==> src/sv/srg_ram.sv <==
`timescale 1ns / 1ps
`default_nettype none

module srg_ram #(
	parameter int unsigned WIDTH = 31,
	parameter int unsigned DEPTH = 55,
	localparam int unsigned ADDR_W = $clog2(DEPTH)
) (
	input  wire logic              clk,
	input  wire logic              we,
	input  wire logic [ADDR_W-1:0] waddr,
	input  wire logic [WIDTH-1:0]  wdata,
	input  wire logic [ADDR_W-1:0] raddr_a,
	output logic      [WIDTH-1:0]  rdata_a,
	input  wire logic [ADDR_W-1:0] raddr_b,
	output logic      [WIDTH-1:0]  rdata_b
);

	logic [WIDTH-1:0] mem [DEPTH];

	always_ff @(posedge clk) begin
		if (we) begin
			mem[waddr] <= wdata;
		end
		rdata_a <= mem[raddr_a];
		rdata_b <= mem[raddr_b];
	end

endmodule

`default_nettype wire

==> config.mk <==
export PLATFORM = sky130hd
export DESIGN_NAME = srg_ram
export DESIGN_NICKNAME = d
export VERILOG_FILES = /design/src/sv/srg_ram.sv
export SDC_FILE = /design/constraint.sdc
export NUM_CORES = 2
export LEC_CHECK = 0
export BUFFER_PORTS_ARGS = -buffer_cell sky130_fd_sc_hd__buf_2
export CAP_MARGIN = 10
export CORE_ASPECT_RATIO = 1.4
export CORE_UTILIZATION = 35
export CTS_CLUSTER_DIAMETER = 60
export CTS_CLUSTER_SIZE = 10
export DETAILED_ROUTE_END_ITERATION = 16
export SYNTH_ARGS = -nofsm -noshare
export SYNTH_HDL_FRONTEND = slang
export SYNTH_SLANG_ARGS = --single-unit
==> constraint.sdc <==
create_clock -name clk -period 3.1 [get_ports clk]
set_clock_uncertainty 0.05 [all_clocks]
set_input_delay 0.155 -clock clk [delete_from_list [all_inputs] [get_ports clk]]
set_output_delay 0.155 -clock clk [all_outputs]
set_load 0.05 [all_outputs]
==> metrics.md <==
| Metric | Value |
|---|---|
| Ratio of final minimum period to clock period | 0.7713 |
| Mean instance size in the synthesized netlist | slightly below 20 um2 |
| DRC | 0 |
| Cell family contributing the most delay on the critical path | buffers and inverters |
| Final hold viol count | 0 |
| Violated checks | antenna violations |
| Fill count | 20200 |
| Maximum number of pins on one net before global-route repair | 74 |
| Crit path max fanout | 12 |
| Maximum operating frequency | 418.2 MHz |
| Sinks on Clock Net | ~1800 |
| Critical register-to-register path endpoint | rdata_a[20] |
| DRT Pass-1 Iters | 5 |
| Routability-driven placement congestion ratio | about 0.9 |
| Cell area after technology mapping | roughly 80000 um2 |
| Share of layout cells above drive strength 1 | 0.3438 |
| Worst-path cell chain | dlygate4sd3_1 > buf_2 > or3b_2 > buf_4 > o221ai_1 > nor4_1 > buf_4 > a31o_2 |
| Cell depth of the worst flop-to-flop path | 6 |
| Number of gates resized after cts | 0 |
| Count of cells along the worst hold path | 2 |
| Global-route congestion overflow total | 0 |
| Biggest area consumer among synthesized cells | edfxtp_1 |
| Setup violations, final | 0 |
| Number of nets in the synthesized netlist | 4186 |
| Type of the worst min-delay path | input pin to flop |
| Cell seen most often among critical-path stages | buf_4 |
| Initial Util | 0.3527 |
| Final Instance Area | about 93000 um2 |
| Worst setup EP type | flop |
| Slack of the worst reg-to-reg path | 0.85 ns |
| Number of vias in the routed layout | ~48000 |
| Top-level I/O count | approximately 110 |
| ANT nets after route | 1 |
| Area growth syn-to-layout | 15.98% |
| Fin util | 0.4091 |
| Post-synth top cells | 1705 x edfxtp_1, 787 x mux4_2, 204 x nand2_1 |
| Data arrival time at the worst-slack endpoint | between 3 and 4 ns |
| Gate Count Post-Synth | ~4100 |
| Library cells used by synthesis | 50 |
| Status | finished, violations left |
| Worst-path cell with the longest stage delay | nor4_1 |
| Height of the die | between 500 and 600 um |
| DRC violation total after the first TritonRoute iteration | around 6100 |
| H-tree lvl count | 4 |
| Standard-cell rows | between 200 and 250 |
| Most frequent cell after synthesis | edfxtp_1 |
| Count of input and output buffers | roughly 110 |
| Peak ir drop on the vdd network | ~460 uV |
| Root buffer selected by CTS | clkbuf_16 |
| Total of warnings raised by yosys | 0 |
| Cell area after placement | around 87000 um2 |
| Initial antenna violation count | 33 |
| Pleak | 0.02910 uW |
| Hold Crit Endpoint | rdata_a[0] |
| Synth top area cells | edfxtp_1 64%, mux4_2 22%, dfxtp_1 1.5%, mux2i_1 1.2%, nand2_1 0.95% |
| Max_cap viols | 0 |
| Sum of buffers and inverters on the critical path | 4 |
| Final nets | ~4600 |
| Max transition margin | 0.2999 |
| Critical path class | input pin to flop |
| Synth Flop Type | edfxtp_1 |
| Average routed wire per standard cell | 36.94 um |
| Async S/R FF share, synth | 0 |
| Number of flops mapped to enable cells by yosys | 1705 |
| Worst skew pair latency | roughly 0.83 ns |
| Full die area | between 200000 and 250000 um2 |
| WL final | roughly 280000 um |
| Global-route usage over all layers | 0.2445 |
| TritonCTS clock tree | yes |
| Inserted Clock Buffers | about 200 |
| Clock slew seen by the registers of the worst setup and hold paths | roughly 0.060 ns |
| Power density relative to cell area | ~570 nW/um2 |
| Unrepaired setup endpoints after global routing | false |
| Number of global-route vias before repair | 48570 |
| Reg-to-Reg Start | mem[45][20] |
| Transition at the pin with the smallest max-transition slack | about 1.1 ns |
| Required time reported for the critical path endpoint | approximately 3.9 ns |
| Average via count per standard cell | slightly above 6 |
| Placed wire-length estimate | between 150000 and 200000 um |
| Sequential area share after synthesis | 0.6538 |
| Largest buffer count on any clock path | 4 |
| Startpoint of the worst hold path | raddr_a[4] |
| CP peak stage delay | 0.80 ns |
| Number of buffers inserted by post-CTS setup repair | 0 |
| Register bit total from synthesis | ~1800 |
| Core Region | around 230000 um2 |
| Post-layout min period | approximately 2.4 ns |
| Nature of the critical path startpoint | input pin |
| Wire length of the first global-routing pass | about 390000 um |
| Die Span X | about 410 um |
| Count of pins over their slew limit | 0 |
| Total Neg Setup Slack | 0 ns |
| Share of the synthesized area in the top cell type | 0.6384 |
| Number of hold buffers added after CTS | 33 |
[kinds of logic after synthesis]
logic type,synth area share
compound gates,0.04622
buf+inv,0.02530
flops,0.6538
mux,0.2410
simple gates,0.03360
[how the worst max path moves through the flow]
stage | start | end | slack, ns | depth (start not counted)
floorplan | waddr[3] | mem[39][0] | 0.50 | 3
global placement | raddr_a[0] | rdata_a[10] | 0.28 | 8
detailed placement | raddr_a[0] | rdata_a[10] | 0.25 | 8
CTS | raddr_a[3] | rdata_a[14] | 0.80 | 10
global route | raddr_a[3] | rdata_a[14] | 0.70 | 10
finish | raddr_a[3] | rdata_a[1] | 0.71 | 8
[report_power, final]
part	switching (uW)	internal, uW	leakage [uW]
Sequential	307	26500	0.0159
Clock	9320	12500	0.00277
Combinational	3020	1830	0.0105
Total	12600	40800	0.0291
[stage by stage]
step	hold slack (ns)	setup slack (ns)	power, uW	instances
after floorplan	0.2039	0.5042	29870	4135
after global placement	0.6060	0.2781	32050	7294
after detailed placement	0.5962	0.2516	32070	7294
after CTS	0.005484	0.7965	53700	7681
after global routing	0.01456	0.7043	54730	7687
final	0.04360	0.7089	53460	7699
[cell type report]
class	instances	area, um2	area share
inverter	16	61.31	0.0006591
antenna	18	45.04	0.0004842
timing repair buffer	493	4687	0.05038
clock buffer	346	5659	0.06084
multi-input combinational	2021	26180	0.2814
clock inverter	8	160.2	0.001722
tap	3030	3791	0.04075
sequential	1767	52440	0.5637
[cell usage in the layout (no fill, tap or decap), types with 9 or more instances in the layout]
| master | Yosys | routed |
|---|---|---|
| a32o_1 | 24 | 24 |
| o221ai_1 | 72 | 72 |
| nand3_1 | 36 | 36 |
| and2_1 | 10 | 10 |
| a21oi_1 | 17 | 17 |
| buf_4 | 67 | 263 |
| mux2i_1 | 98 | 98 |
| a31o_2 | 15 | 15 |
| a22oi_1 | 9 | 9 |
| nor2_4 | 1 | 58 |
| dlygate4sd3_1 | 0 | 33 |
| inv_1 | 15 | 14 |
| clkbuf_16 | 0 | 205 |
| mux4_2 | 787 | 787 |
| nor2_1 | 178 | 121 |
| buf_12 | 7 | 89 |
| buf_2 | 118 | 102 |
| a2111oi_0 | 9 | 9 |
| nand2_1 | 204 | 202 |
| o22ai_1 | 89 | 89 |
| clkbuf_1 | 100 | 141 |
| nor4_1 | 30 | 30 |
| a32oi_1 | 15 | 15 |
| o22a_1 | 15 | 15 |
| or3_1 | 17 | 17 |
| a221oi_1 | 13 | 13 |
| nor2b_1 | 45 | 42 |
| o21ai_0 | 87 | 87 |
| dfxtp_1 | 62 | 62 |
| nand2b_1 | 24 | 24 |
| a22o_1 | 36 | 36 |
| nand4_1 | 15 | 15 |
| o211ai_1 | 42 | 42 |
| mux2_2 | 44 | 44 |
| a211oi_1 | 46 | 46 |
| edfxtp_1 | 1705 | 1705 |
| diode_2 | 0 | 18 |
[sequential cells by signal, summed over array words and instances (netlist names)]
| signal | cells |
|---|---|
| mem | 1705 |
| rdata_a | 31 |
| rdata_b | 31 |
[layer usage]
| layer | GRT usage | up-vias | routed length (um) |
|---|---|---|---|
| li1 | - | 18500 | - |
| met1 | 0.3068 | 25760 | 102200 |
| met5 | 0 | - | 123 |
| met4 | 0.1034 | 18 | 13870 |
| met3 | 0.04685 | 691 | 26590 |
| met2 | 0.4114 | 2834 | 141600 |
Note: power is estimated with default switching activity, not from simulation.
